`config.mk`:
```
export PLATFORM = sky130hd
export DESIGN_NAME = vector_slew_rate_limiter_unit
export DESIGN_NICKNAME = d
export VERILOG_FILES = /design/src/design/vsrl_pkg.sv /design/src/design/vsrl_seq.sv /design/src/design/vsrl_dp.sv /design/src/design/vector_slew_rate_limiter_unit.sv
export SDC_FILE = /design/constraint.sdc
export NUM_CORES = 2
export LEC_CHECK = 0
export BUFFER_PORTS_ARGS = -buffer_cell sky130_fd_sc_hd__buf_2
export CORE_MARGIN = 2
export CORE_UTILIZATION = 38
export DETAILED_ROUTE_END_ITERATION = 10
export HOLD_SLACK_MARGIN = 0.08
export SLEW_MARGIN = 20
export SYNTH_ARGS = -nofsm -noshare
export SYNTH_HDL_FRONTEND = slang
export SYNTH_SLANG_ARGS = --single-unit
```
`constraint.sdc`:
```
create_clock -name clk -period 9.9 [get_ports clk]
set_input_delay 1.98 -clock clk [delete_from_list [all_inputs] [get_ports clk]]
set_output_delay 1.98 -clock clk [all_outputs]
set_load 0.01 [all_outputs]
```
`src/design/vsrl_pkg.sv`:
```
// ----------------------------------------------------------------------------
// Vector slew rate limiter package
// Shared constants, microcode word layout and the control program table.
// ----------------------------------------------------------------------------
`timescale 1ns / 1ps

package vsrl_pkg;

	localparam int DATA_WIDTH_DEF = 16;
	localparam int GUARD_BITS     = 8;
	localparam int LIMIT_RESET    = 8192;
	localparam int STEP_W         = 4;

	typedef logic [STEP_W-1:0] step_t;

	// datapath operation of one program step
	typedef enum logic [3:0] {
		OP_IDLE,
		OP_DIFF,
		OP_SQUARE,
		OP_CMP,
		OP_ROOT,
		OP_PROD,
		OP_DIV,
		OP_MOVE,
		OP_PASS
	} op_t;

	// sequencing of one program step
	typedef enum logic [2:0] {
		JC_NONE,
		JC_WAIT,
		JC_SKIP_CLEAR,
		JC_LOOP,
		JC_END
	} jc_t;

	// loop counter preload
	typedef enum logic [1:0] {
		LC_NONE,
		LC_ROOT,
		LC_DIV
	} lc_t;

	typedef struct packed {
		op_t   op;
		jc_t   jc;
		lc_t   lc;
		step_t target;
	} ucode_t;

	typedef struct packed {
		op_t  op;
		logic commit;
	} ctrl_t;

	typedef struct packed {
		logic limited;
	} status_t;

	localparam step_t ST_IDLE   = 4'd0;
	localparam step_t ST_DIFF   = 4'd1;
	localparam step_t ST_SQUARE = 4'd2;
	localparam step_t ST_CMP    = 4'd3;
	localparam step_t ST_ROOT   = 4'd4;
	localparam step_t ST_PROD   = 4'd5;
	localparam step_t ST_DIV    = 4'd6;
	localparam step_t ST_MOVE   = 4'd7;
	localparam step_t ST_PASS   = 4'd8;

	function automatic ucode_t ucode_rom(input step_t s);
		ucode_t w;
		w = '{op: OP_IDLE, jc: JC_WAIT, lc: LC_NONE, target: ST_IDLE};
		unique case (s)
			ST_IDLE:   w = '{op: OP_IDLE,   jc: JC_WAIT,       lc: LC_NONE, target: ST_IDLE};
			ST_DIFF:   w = '{op: OP_DIFF,   jc: JC_NONE,       lc: LC_NONE, target: ST_IDLE};
			ST_SQUARE: w = '{op: OP_SQUARE, jc: JC_NONE,       lc: LC_NONE, target: ST_IDLE};
			ST_CMP:    w = '{op: OP_CMP,    jc: JC_SKIP_CLEAR, lc: LC_ROOT, target: ST_PASS};
			ST_ROOT:   w = '{op: OP_ROOT,   jc: JC_LOOP,       lc: LC_NONE, target: ST_IDLE};
			ST_PROD:   w = '{op: OP_PROD,   jc: JC_NONE,       lc: LC_DIV,  target: ST_IDLE};
			ST_DIV:    w = '{op: OP_DIV,    jc: JC_LOOP,       lc: LC_NONE, target: ST_IDLE};
			ST_MOVE:   w = '{op: OP_MOVE,   jc: JC_END,        lc: LC_NONE, target: ST_IDLE};
			ST_PASS:   w = '{op: OP_PASS,   jc: JC_END,        lc: LC_NONE, target: ST_IDLE};
			default:   w = '{op: OP_IDLE,   jc: JC_END,        lc: LC_NONE, target: ST_IDLE};
		endcase
		return w;
	endfunction

endpackage

```
`src/design/vsrl_seq.sv`:
```
// ----------------------------------------------------------------------------
// Vector slew rate limiter sequencer
// Step counter, loop counter and program table lookup driving the datapath.
// ----------------------------------------------------------------------------
`timescale 1ns / 1ps

module vsrl_seq #(
	parameter int DATA_WIDTH = vsrl_pkg::DATA_WIDTH_DEF
) (
	input  logic              clk,
	input  logic              arst_n,
	input  logic              start,
	input  logic              out_free,
	input  vsrl_pkg::status_t status,
	output vsrl_pkg::ctrl_t   ctrl
);
	import vsrl_pkg::*;

	localparam int CNT_W = $clog2(DATA_WIDTH + GUARD_BITS + 1);

	step_t            step_q, step_d;
	logic [CNT_W-1:0] cnt_q, cnt_d;
	ucode_t           word;

	assign word = ucode_rom(step_q);

	always_comb begin
		step_d = step_q + step_t'(1);
		cnt_d  = cnt_q;
		unique case (word.lc)
			LC_ROOT: cnt_d = CNT_W'(DATA_WIDTH + GUARD_BITS);
			LC_DIV:  cnt_d = CNT_W'(DATA_WIDTH);
			LC_NONE: cnt_d = cnt_q;
			default: cnt_d = cnt_q;
		endcase
		unique case (word.jc)
			JC_NONE: step_d = step_q + step_t'(1);
			JC_WAIT: begin
				if (!start)
					step_d = step_q;
			end
			JC_SKIP_CLEAR: begin
				if (!status.limited)
					step_d = word.target;
			end
			JC_LOOP: begin
				// stay on this step until the count runs out
				if (cnt_q != '0) begin
					step_d = step_q;
					cnt_d  = cnt_q - CNT_W'(1);
				end
			end
			JC_END: step_d = out_free ? ST_IDLE : step_q;
			default: step_d = ST_IDLE;
		endcase
	end

	always_comb begin
		ctrl.op     = word.op;
		ctrl.commit = (word.jc == JC_END) && out_free;
	end

	always_ff @(posedge clk or negedge arst_n) begin
		if (!arst_n) begin
			step_q <= ST_IDLE;
			cnt_q  <= '0;
		end else begin
			step_q <= step_d;
			cnt_q  <= cnt_d;
		end
	end

endmodule

```
`src/design/vsrl_dp.sv`:
```
// ----------------------------------------------------------------------------
// Vector slew rate limiter datapath
// Difference, squares, bit-serial square root, two bit-serial dividers and
// the saturating move, each stepped by the sequencer's control word.
// ----------------------------------------------------------------------------
`timescale 1ns / 1ps

module vsrl_dp #(
	parameter int DATA_WIDTH = vsrl_pkg::DATA_WIDTH_DEF
) (
	input  logic                  clk,
	input  logic                  arst_n,
	input  vsrl_pkg::ctrl_t       ctrl,
	input  logic                  start,
	input  logic [DATA_WIDTH-1:0] in_x,
	input  logic [DATA_WIDTH-1:0] in_y,
	input  logic [DATA_WIDTH-1:0] step_limit,
	output vsrl_pkg::status_t     status,
	output logic [DATA_WIDTH-1:0] res_x,
	output logic [DATA_WIDTH-1:0] res_y,
	output logic                  res_limited
);
	import vsrl_pkg::*;

	localparam int W    = DATA_WIDTH;
	localparam int SW   = 2 * W + 1;
	localparam int RADW = 2 * W + 2 + 2 * GUARD_BITS;
	localparam int LW   = RADW / 2;
	localparam int RW   = LW + 3;
	localparam int NW   = 2 * W + GUARD_BITS;
	localparam int QW   = W + 1;

	logic [W-1:0]    last_q  [2];
	logic [W-1:0]    tgt_q   [2];
	logic            neg_q   [2];
	logic [W-1:0]    mag_q   [2];
	logic [2*W-1:0]  sq_q    [2];
	logic [2*W-1:0]  lim2_q;
	logic [RADW-1:0] rad_q;
	logic [RW-1:0]   rrem_q;
	logic [LW-1:0]   root_q;
	logic [LW-1:0]   drem_q  [2];
	logic [QW-1:0]   dbits_q [2];
	logic [QW-1:0]   quo_q   [2];

	logic [W:0]      diff_c  [2];
	logic [W:0]      magw_c  [2];
	logic [2*W-1:0]  prod_c  [2];
	logic [NW-1:0]   num_c   [2];
	logic [LW:0]     dn_c    [2];
	logic            dge_c   [2];
	logic            rnd_c   [2];
	logic [QW-1:0]   qr_c    [2];
	logic [W+1:0]    mv_c    [2];
	logic [W-1:0]    sat_c   [2];
	logic [W-1:0]    res_c   [2];
	logic [SW-1:0]   sum_c;
	logic [RW-1:0]   rn_c;
	logic [RW-1:0]   trial_c;

	assign sum_c          = {1'b0, sq_q[0]} + {1'b0, sq_q[1]};
	assign status.limited = sum_c > {1'b0, lim2_q};

	assign rn_c    = {rrem_q[RW-3:0], rad_q[RADW-1 -: 2]};
	assign trial_c = {1'b0, root_q, 2'b01};

	always_comb begin
		for (int i = 0; i < 2; i++) begin
			diff_c[i] = {last_q[i][W-1], last_q[i]} - {tgt_q[i][W-1], tgt_q[i]};
			magw_c[i] = diff_c[i][W] ? (~diff_c[i] + (W+1)'(1)) : diff_c[i];
			prod_c[i] = step_limit * mag_q[i];
			num_c[i]  = {prod_c[i], {GUARD_BITS{1'b0}}};
			dn_c[i]   = {drem_q[i], dbits_q[i][QW-1]};
			dge_c[i]  = dn_c[i] >= {1'b0, root_q};
			// round to nearest, ties upward
			rnd_c[i]  = {drem_q[i], 1'b0} >= {1'b0, root_q};
			qr_c[i]   = quo_q[i] + QW'(rnd_c[i]);
			if (neg_q[i])
				mv_c[i] = {{2{last_q[i][W-1]}}, last_q[i]} + {1'b0, qr_c[i]};
			else
				mv_c[i] = {{2{last_q[i][W-1]}}, last_q[i]} - {1'b0, qr_c[i]};
			if (mv_c[i][W+1:W-1] == 3'b000 || mv_c[i][W+1:W-1] == 3'b111)
				sat_c[i] = mv_c[i][W-1:0];
			else if (mv_c[i][W+1])
				sat_c[i] = {1'b1, {(W-1){1'b0}}};
			else
				sat_c[i] = {1'b0, {(W-1){1'b1}}};
			res_c[i] = (ctrl.op == OP_MOVE) ? sat_c[i] : tgt_q[i];
		end
	end

	assign res_x       = res_c[0];
	assign res_y       = res_c[1];
	assign res_limited = (ctrl.op == OP_MOVE);

	// last position: every delivered word becomes the new reference
	always_ff @(posedge clk or negedge arst_n) begin
		if (!arst_n) begin
			last_q[0] <= '0;
			last_q[1] <= '0;
		end else if (ctrl.commit) begin
			last_q[0] <= res_c[0];
			last_q[1] <= res_c[1];
		end
	end

	always_ff @(posedge clk) begin
		unique case (ctrl.op)
			OP_IDLE: begin
				if (start) begin
					tgt_q[0] <= in_x;
					tgt_q[1] <= in_y;
				end
			end
			OP_DIFF: begin
				for (int i = 0; i < 2; i++) begin
					neg_q[i] <= diff_c[i][W];
					mag_q[i] <= magw_c[i][W-1:0];
				end
			end
			OP_SQUARE: begin
				for (int i = 0; i < 2; i++)
					sq_q[i] <= mag_q[i] * mag_q[i];
				lim2_q <= step_limit * step_limit;
			end
			OP_CMP: begin
				rad_q  <= {1'b0, sum_c, {(2*GUARD_BITS){1'b0}}};
				rrem_q <= '0;
				root_q <= '0;
			end
			OP_ROOT: begin
				// one result bit per step, two radicand bits in
				rad_q <= {rad_q[RADW-3:0], 2'b00};
				if (rn_c >= trial_c) begin
					rrem_q <= rn_c - trial_c;
					root_q <= {root_q[LW-2:0], 1'b1};
				end else begin
					rrem_q <= rn_c;
					root_q <= {root_q[LW-2:0], 1'b0};
				end
			end
			OP_PROD: begin
				// upper dividend bits are known to stay below the divisor
				for (int i = 0; i < 2; i++) begin
					drem_q[i]  <= LW'(num_c[i][NW-1:QW]);
					dbits_q[i] <= num_c[i][QW-1:0];
					quo_q[i]   <= '0;
				end
			end
			OP_DIV: begin
				for (int i = 0; i < 2; i++) begin
					dbits_q[i] <= {dbits_q[i][QW-2:0], 1'b0};
					if (dge_c[i]) begin
						drem_q[i] <= LW'(dn_c[i] - {1'b0, root_q});
						quo_q[i]  <= {quo_q[i][QW-2:0], 1'b1};
					end else begin
						drem_q[i] <= dn_c[i][LW-1:0];
						quo_q[i]  <= {quo_q[i][QW-2:0], 1'b0};
					end
				end
			end
			OP_MOVE, OP_PASS: begin
			end
			default: begin
			end
		endcase
	end

endmodule

```
`src/design/vector_slew_rate_limiter_unit.sv`:
```
// ----------------------------------------------------------------------------
// Vector slew rate limiter unit
// A limited word is loaded into the output register after the difference,
// square, compare, square root, product, divide and move steps; a word that
// passes is loaded after the difference, square, compare and pass steps. The
// input reopens once the word is loaded, so the unit takes no new word while
// one is in work. Square root and divide each resolve one bit per cycle; a
// full output register holds the last step. Reset clears the last position
// and sets step_limit to 8192.
// ----------------------------------------------------------------------------
`timescale 1ns / 1ps

module vector_slew_rate_limiter_unit #(
	parameter int DATA_WIDTH = vsrl_pkg::DATA_WIDTH_DEF
) (
	input  logic                                    clk,
	input  logic                                    arst_n,
	input  logic                                    cfg_valid,
	output logic                                    cfg_ready,
	input  logic [DATA_WIDTH-1:0]                   cfg_data,      // step_limit
	input  logic                                    s_axis_tvalid,
	output logic                                    s_axis_tready,
	input  logic [((2*DATA_WIDTH+7)/8)*8-1:0]       s_axis_tdata,  // target_x, target_y
	output logic                                    m_axis_tvalid,
	input  logic                                    m_axis_tready,
	output logic [((2*DATA_WIDTH+7)/8)*8-1:0]       m_axis_tdata,  // out_x, out_y
	output logic [0:0]                              m_axis_tuser   // was_limited
);
	import vsrl_pkg::*;

	localparam int TD_W = ((2 * DATA_WIDTH + 7) / 8) * 8;

	logic [DATA_WIDTH-1:0] step_limit_q;
	logic [TD_W-1:0]       tdata_q;
	logic                  tuser_q;
	logic                  tvalid_q;
	logic                  start;
	logic                  out_free;
	ctrl_t                 ctrl;
	status_t               status;
	logic [DATA_WIDTH-1:0] res_x;
	logic [DATA_WIDTH-1:0] res_y;
	logic                  res_limited;

	assign cfg_ready     = 1'b1;
	assign s_axis_tready = (ctrl.op == OP_IDLE);
	assign start         = s_axis_tvalid && s_axis_tready;
	assign out_free      = !tvalid_q || m_axis_tready;

	always_ff @(posedge clk or negedge arst_n) begin
		if (!arst_n)
			step_limit_q <= DATA_WIDTH'(LIMIT_RESET);
		else if (cfg_valid && cfg_ready)
			step_limit_q <= cfg_data;
	end

	vsrl_seq #(
		.DATA_WIDTH(DATA_WIDTH)
	) u_seq (
		.clk      (clk),
		.arst_n   (arst_n),
		.start    (start),
		.out_free (out_free),
		.status   (status),
		.ctrl     (ctrl)
	);

	vsrl_dp #(
		.DATA_WIDTH(DATA_WIDTH)
	) u_dp (
		.clk         (clk),
		.arst_n      (arst_n),
		.ctrl        (ctrl),
		.start       (start),
		.in_x        (s_axis_tdata[DATA_WIDTH-1:0]),
		.in_y        (s_axis_tdata[2*DATA_WIDTH-1:DATA_WIDTH]),
		.step_limit  (step_limit_q),
		.status      (status),
		.res_x       (res_x),
		.res_y       (res_y),
		.res_limited (res_limited)
	);

	always_ff @(posedge clk or negedge arst_n) begin
		if (!arst_n)
			tvalid_q <= 1'b0;
		else if (ctrl.commit)
			tvalid_q <= 1'b1;
		else if (m_axis_tready)
			tvalid_q <= 1'b0;
	end

	always_ff @(posedge clk) begin
		if (ctrl.commit) begin
			tdata_q <= TD_W'({res_y, res_x});
			tuser_q <= res_limited;
		end
	end

	assign m_axis_tvalid   = tvalid_q;
	assign m_axis_tdata    = tdata_q;
	assign m_axis_tuser[0] = tuser_q;

`ifndef SYNTH
	a_busy_after_accept: assert property (@(posedge clk) disable iff (!arst_n)
		s_axis_tvalid && s_axis_tready |=> !s_axis_tready)
		else $error("input accepted while a word is in work");

	a_commit_shows: assert property (@(posedge clk) disable iff (!arst_n)
		ctrl.commit |=> m_axis_tvalid)
		else $error("committed word missing from output register");

	a_root_exit: assert property (@(posedge clk) disable iff (!arst_n)
		ctrl.op == OP_ROOT |=> ctrl.op == OP_ROOT || ctrl.op == OP_PROD)
		else $error("square root loop left to a wrong step");

	a_commit_free: assert property (@(posedge clk) disable iff (!arst_n)
		ctrl.commit |-> !tvalid_q || m_axis_tready)
		else $error("commit overwrote an undelivered word");
`endif

endmodule

```
# Word-level counts from Yosys, hierarchy flattened
# Memory sizes are Yosys's and may differ from the RTL's.
# Index checks and enable logic that the tools add are counted.
# Widths: inputs -> output; s select.
[word_totals] out_inout_bits=36 ff_bits=224 n_memories=8 mem_bits_ro=160 ramBits=246 latchBits=0
[memory_table] memory="(name not given)" words=16 word_bits=10 rd=1 rd_clocked_by_memory_dff=0 wr=0 line_no="vsrl_pkg.sv:74" source="unique case (s)"
[memory_table] memory="u_dp.sq_q" words=2 word_bits=32 rd=2 rd_clocked_by_memory_dff=0 wr=2 line_no="vsrl_dp.sv:37" source="logic [2*W-1:0] sq_q [2];"
[memory_table] memory="u_dp.drem_q" words=2 word_bits=25 rd=2 rd_clocked_by_memory_dff=0 wr=2 line_no="vsrl_dp.sv:42" source="logic [LW-1:0] drem_q [2];"
[memory_table] memory="u_dp.quo_q" words=2 word_bits=17 rd=2 rd_clocked_by_memory_dff=0 wr=2 line_no="vsrl_dp.sv:44" source="logic [QW-1:0] quo_q [2];"
[memory_table] memory="u_dp.dbits_q" words=2 word_bits=16 rd=2 rd_clocked_by_memory_dff=0 wr=2 line_no="vsrl_dp.sv:43" source="logic [QW-1:0] dbits_q [2];"
[memory_table] memory="u_dp.mag_q" words=2 word_bits=16 rd=2 rd_clocked_by_memory_dff=0 wr=2 line_no="vsrl_dp.sv:36" source="logic [W-1:0] mag_q [2];"
[memory_table] memory="2 more memories"
[op_classes] mul=5 n_reduce_logical=14 shifts=0 add_sub_neg=16 eq_ne=18 n_mux=58 bitwise_logic=12 n_lt_le_gt_ge=6 div_mod_pow=0
[op_table] cell="$mul 16x16->32" count=5
[op_table] cell="$mux 16" count=10
[op_table] cell="$ge 26x25->1" count=4
[op_table] cell="$mux 25" count=4
[op_table] cell="$pmux 50 s2" count=1
[op_table] cell="$mux 17" count=4
[op_table] cell="$pmux 26 s2" count=1
[op_table] cell="$pmux 25 s2" count=1
[op_table] cell="$sub 25x25->25" count=2
[op_table] cell="$add 18x17->18" count=2
[op_table] cell="$mux 18" count=2
[op_table] cell="$sub 18x17->18" count=2
[op_table] cell="$add 17x1->17" count=2
[op_table] cell="$sub 16x16->17" count=2
[op_table] cell="$add 32x32->33" count=1
[op_table] cell="$gt 33x32->1" count=1
[op_table] cell="$add 16x1->16 const B" count=2
[op_table] cell="$not 16->16" count=2
[op_table] cell="$ge 28x27->1" count=1
[op_table] cell="$mux 1" count=26
[op_table] cell="$mux 26" count=1
[op_table] cell="$sub 26x26->26" count=1
[op_table] cell="$pmux 4 s5" count=1
[op_table] cell="$eq 4x3->1 const B" count=4
[op_table] cell="23 further kinds" count=47

# Longest topological paths before layout
# An unclocked memory read counts as a cell.
[depth] depth_word=9 depth_mapped=32 depth_no_buf=30

# Cells and area by module
# A second synthesis with hierarchy kept.
[hier_totals] cells_unflattened=7034 hier_area_um2=65768.1
[by_module_without_submodules] mod="vsrl_dp" seq_area_each_um2=11180.7 area_each_um2=63340.7 cells_per_inst=6883 instances=1
[by_module_without_submodules] mod="vector_slew_rate_limiter_unit" seq_area_each_um2=1417.6 area_each_um2=1709.1 cells_per_inst=74 instances=1
[by_module_without_submodules] mod="vsrl_seq" seq_area_each_um2=225.2 area_each_um2=718.2 cells_per_inst=77 instances=1

# Least setup slack after synthesis
# OpenSTA, ideal clock, no wires.
[synth_timing] kind="reg-to-reg" start="register u_seq.step_q[0]" end="register u_dp.lim2_q[0] (enable)" path_stages_with_launch=5 path_slack_ps=2195 synth_period_minus_slack_ps=7705 t_arrival_ps=7047 required_ps=9241 setup_ps=659 path_cell_list="dfrtp_1 > clkbuf_1 > inv_1 > nand2_1 > nor3_1"
[synth_via] elab_chain_len=2
[synth_lines] item="start, declared" line_no="vsrl_seq.sv:21" source="step_t step_q, step_d;"
[synth_lines] item="start signal, assigned" line_no="vsrl_seq.sv:68" source="step_q <= step_d;"
[synth_lines] item="$mem_v2 16x10"
[synth_lines] item="$eq 4x2->1" line_no="vsrl_dp.sv:108" source="unique case (ctrl.op)"
[synth_lines] item="end signal, assigned" line_no="vsrl_dp.sv:124" source="lim2_q <= step_limit * step_limit;"
[synth_lines] item="end, declared" line_no="vsrl_dp.sv:38" source="logic [2*W-1:0] lim2_q;"
# Every way passes these cells.
# A chain may end at the register's enable or synchronous reset.

# Final worst setup path
[layout_timing] start="register u_dp.root_q[11]" end="register tdata_q[13], in the netlist m_axis_tdata[13] (data pin)"
[layout_via] elab_chain_len=8 word_cells_on_any_way=11
[layout_lines] item="start, declared" line_no="vsrl_dp.sv:41" source="logic [LW-1:0] root_q;"
[layout_lines] item="start signal, assigned" line_no="vsrl_dp.sv:136" source="root_q <= {root_q[LW-2:0], 1'b1};"
[layout_lines] item="start signal, assigned" line_no="vsrl_dp.sv:139" source="root_q <= {root_q[LW-2:0], 1'b0};"
[layout_lines] item="$ge 26x25->1 *" line_no="vsrl_dp.sv:76" source="rnd_c[i] = {drem_q[i], 1'b0} >= {1'b0, root_q};"
[layout_lines] item="$add 17x1->17 *" line_no="vsrl_dp.sv:77" source="qr_c[i] = quo_q[i] + QW'(rnd_c[i]);"
[layout_lines] item="$sub 18x17->18 or $add 18x17->18 (tied branches)" line_no="vsrl_dp.sv:81, vsrl_dp.sv:79"
[layout_lines] item="$mux 18 *" line_no="vsrl_dp.sv:78" source="if (neg_q[i])"
[layout_lines] item="$eq 3x3->1 or $logic_not 3->1 (tied branches)" line_no="vsrl_dp.sv:82" source="if (mv_c[i][W+1:W-1] == 3'b000 || mv_c[i][W+1:W-1] == 3'b111)"
[layout_lines] item="$logic_or 1x1->1" line_no="vsrl_dp.sv:82"
[layout_lines] item="$mux 16 *" line_no="vsrl_dp.sv:82"
[layout_lines] item="$mux 16 *" line_no="vsrl_dp.sv:88" source="res_c[i] = (ctrl.op == OP_MOVE) ? sat_c[i] : tgt_q[i];"
[layout_lines] item="net res_x[13]" line_no="vector_slew_rate_limiter_unit.sv:41" source="logic [DATA_WIDTH-1:0] res_x;"
[layout_lines] item="end signal, assigned" line_no="vector_slew_rate_limiter_unit.sv:95" source="tdata_q <= TD_W'({res_y, res_x});"
[layout_lines] item="end, declared" line_no="vector_slew_rate_limiter_unit.sv:34" source="logic [TD_W-1:0] tdata_q;"
# Mark *: on every way through the listed nets, which the timed path passes. The rest lies on a longest branch.

==> results_dict.tcl <==
set metrics [dict create \
    synth-xor-area-share 0.0478 \
    start_util 0.383 \
    tightest_slew_ns 1.04 \
    finClkSkew_ns 0.0913 \
    area_growth_syn_to_layout_pct 7.55 \
    final_hold_viol_count 0 \
    overflow 0 \
    drt_wl_total_um 176000 \
    numClockSinks 437 \
    grtUsageTotal 0.203 \
    h-tree-depth 2 \
    clock-root-buffer "clkbuf_16" \
    synth_most_common_cell "inv_1" \
    hpwl_um 139000 \
    holdBufCountCts 0 \
    syn-num-nets 8832 \
    grt_max_degree 75 \
    crit_type "register to register" \
    post-route-drc-count 0 \
    path_clk_slew_ns 0.07 \
    hold_class "register to register" \
    status "completed" \
    rsz0062_at_grt "no" \
    yosys_warnings 0 \
    synthAdderAreaFrac 0.408 \
    antenna_found_initial 0 \
    cpMostUsedCell "ha_1" \
    startpoint_type "register" \
    synth-simple-area-share 0.140 \
    layout.nets 8800 \
    routed_via_density 5.16 \
    max_stage_delay_ns 0.72 \
    fill_cells 17000 \
    synth_top_family_by_area "adder cells" \
    cts.path.max_buffers 3 \
    muxShareOfSynthArea 0.0139 \
    gp_congestion 0.883 \
    synth-edff-count 378 \
    die_w_um 420 \
    crit_path_end_kind "register" \
    fin_setup_tns_ns 0 \
    die_h_um 420 \
    relSlewSlack 0.298 \
    synth_common_cells "1327 x inv_1, 886 x fa_1, 803 x nand2_1, 730 x ha_1, 479 x nor2_1" \
    synth_top_area_frac 0.269 \
    io_pins 89 \
    port_buffers 87 \
    die_area_mm2 0.177 \
    period_minus_slack_ns 8.46 \
    setup-violations-final 0 \
    yosys-top-cells-area "fa_1 27%, edfxtp_1 17%, ha_1 14%" \
    worstPathMaxFanout 30 \
    routedWlPerCell_um 18.5 \
    numCtsBuffers 55 \
    synth_flop_cell "edfxtp_1" \
    ant_nets 0 \
    cts_resized 0 \
    syn_area_mm2 0.0659 \
    ys_types 87 \
    synth_top_area_cell "fa_1" \
    clk_latency_ns 0.72 \
    synth_seq_cells 437 \
    row_count 152 \
    grt_first_pass_wirelength_um 283000 \
    grt_pass1_vias 51300 \
    drt_iter0_markers 3250 \
    cp.required_ns 10.42 \
    syn_area_per_cell_um2 9.20 \
    yosysSeqAreaShare 0.195 \
    timing.fmax_ghz 0.118 \
    core_mm2 0.172 \
    via_count 49000 \
    cts_setup_buffers 0 \
    maxCapViolCount 0 \
    dr.pass1.iters 5 \
    synth_compound_area_frac 0.104 \
    postSynthCellCount 7163 \
    ys_async_sr_fraction 0.133 \
    drive_above_1_share 0.0520 \
    maxSlewViolCount 0 \
    arrival_ns 8.98 \
    crit_path_top_delay_cell "a21o_1" \
    fin_crit_sh 0.854 \
    cts_tree "built" \
]
flip-flops by register name, indices dropped and copies added, names as in the netlist, 25 cells and up:
name and flops:
u_dp.sq_q 62, u_dp.tgt_q 32, m_axis_tdata 32, u_dp.rad_q 34, u_dp.quo_q 34, u_dp.mag_q 32
u_dp.last_q 32, u_dp.lim2_q 31, u_dp.rrem_q 26, u_dp.drem_q 50, u_dp.root_q 25
per-stage QoR:
stage                     cells  cell area, µm²  hold WS (ns)  utilization  worst slack, ns
after floorplan            7163           65900         0.423            -             2.19
after detailed placement   9384           68900         0.479        0.401             1.42
after global routing       9487           70800         0.465        0.412            0.432
after CTS                  9487           70800         0.418        0.412             1.36
after global placement     9383           68900         0.467        0.401             1.40
final                      9488           70800         0.422        0.412             1.44
cells by family after synthesis:
kind of cell / after synthesis
xor+xnor: 358
fa+ha+maj: 1616
other cells: 1
buf+inv: 1600
flops: 437
compound gates: 1066
simple gates: 1999
mux: 86
path summary, 6_finish.rpt:
check | end | cells past startpoint | slack, ns | from
setup / recovery | m_axis_tdata[13] | 30 | 1.44 | u_dp.root_q[11]
hold / removal | u_dp.rad_q[21] | 2 | 0.42 | u_dp.rad_q[19]
setup reg to reg | m_axis_tdata[13] | 30 | 1.44 | u_dp.root_q[11]
hold reg to reg | u_dp.rad_q[21] | 2 | 0.42 | u_dp.rad_q[19]
max in group asynchronous | step_limit_q[5] | 2 | 7.58 | arst_n
min in group asynchronous | u_dp.last_q[15] | 1 | 1.30 | arst_n
cell type report:
| type | count | area [µm²] | area share |
|---|---|---|---|
| flip-flops and latches | 437 | 12800 | 0.181 |
| diodes | 1 | 2.50 | 0.0000353 |
| inverters | 1337 | 5020 | 0.0708 |
| well taps | 2310 | 2890 | 0.0408 |
| multi-input cells | 5126 | 47100 | 0.665 |
| clock buffers | 55 | 1380 | 0.0194 |
| repair buffers | 174 | 1100 | 0.0155 |
| clock inverters | 48 | 543 | 0.00766 |
per-layer routing:
metal	routed length, µm	track usage	share of wire
met1	77600	0.273	0.44
met3	8330	0.0214	0.047
met5	0	0	0
met4	5970	0.0640	0.034
met2	83700	0.344	0.48
worst max-delay path: cells and delay by family, from the launching register on:
family | cells | cell delay [ns]
multiplexers | 1 | 0.28
AO/OA/AOI/OAI | 15 | 4.51
flip-flops | 1 | 0.36
adder cells (fa/ha/maj) | 4 | 1.34
AND/OR/NAND/NOR | 7 | 1.14
buffers and inverters | 1 | 0.13
XOR/XNOR | 2 | 0.53
cells in the final DEF (no fill, tap or decap), types with 34 or more instances in the layout:
| cell | n |
|---|---|
| xor2_1 | 111 |
| nand3_1 | 73 |
| xnor2_1 | 246 |
| nor2_1 | 476 |
| nor3_1 | 83 |
| fa_1 | 886 |
| mux2i_1 | 41 |
| dfrtp_1 | 52 |
| a21o_1 | 124 |
| a211oi_1 | 34 |
| o21bai_1 | 48 |
| inv_1 | 1326 |
| a31oi_1 | 45 |
| clkbuf_16 | 55 |
| and2_1 | 283 |
| nand2_1 | 802 |
| ha_1 | 730 |
| nand2b_1 | 51 |
| mux2_2 | 45 |
| o21a_1 | 55 |
| buf_4 | 87 |
| buf_2 | 86 |
| o21ai_0 | 218 |
| edfxtp_1 | 378 |
| a21oi_1 | 301 |
| nor2b_1 | 45 |
| or3_1 | 38 |
Power is not shown: default switching activity piles up to over one toggle a cycle in this logic, so the estimate is an artifact.
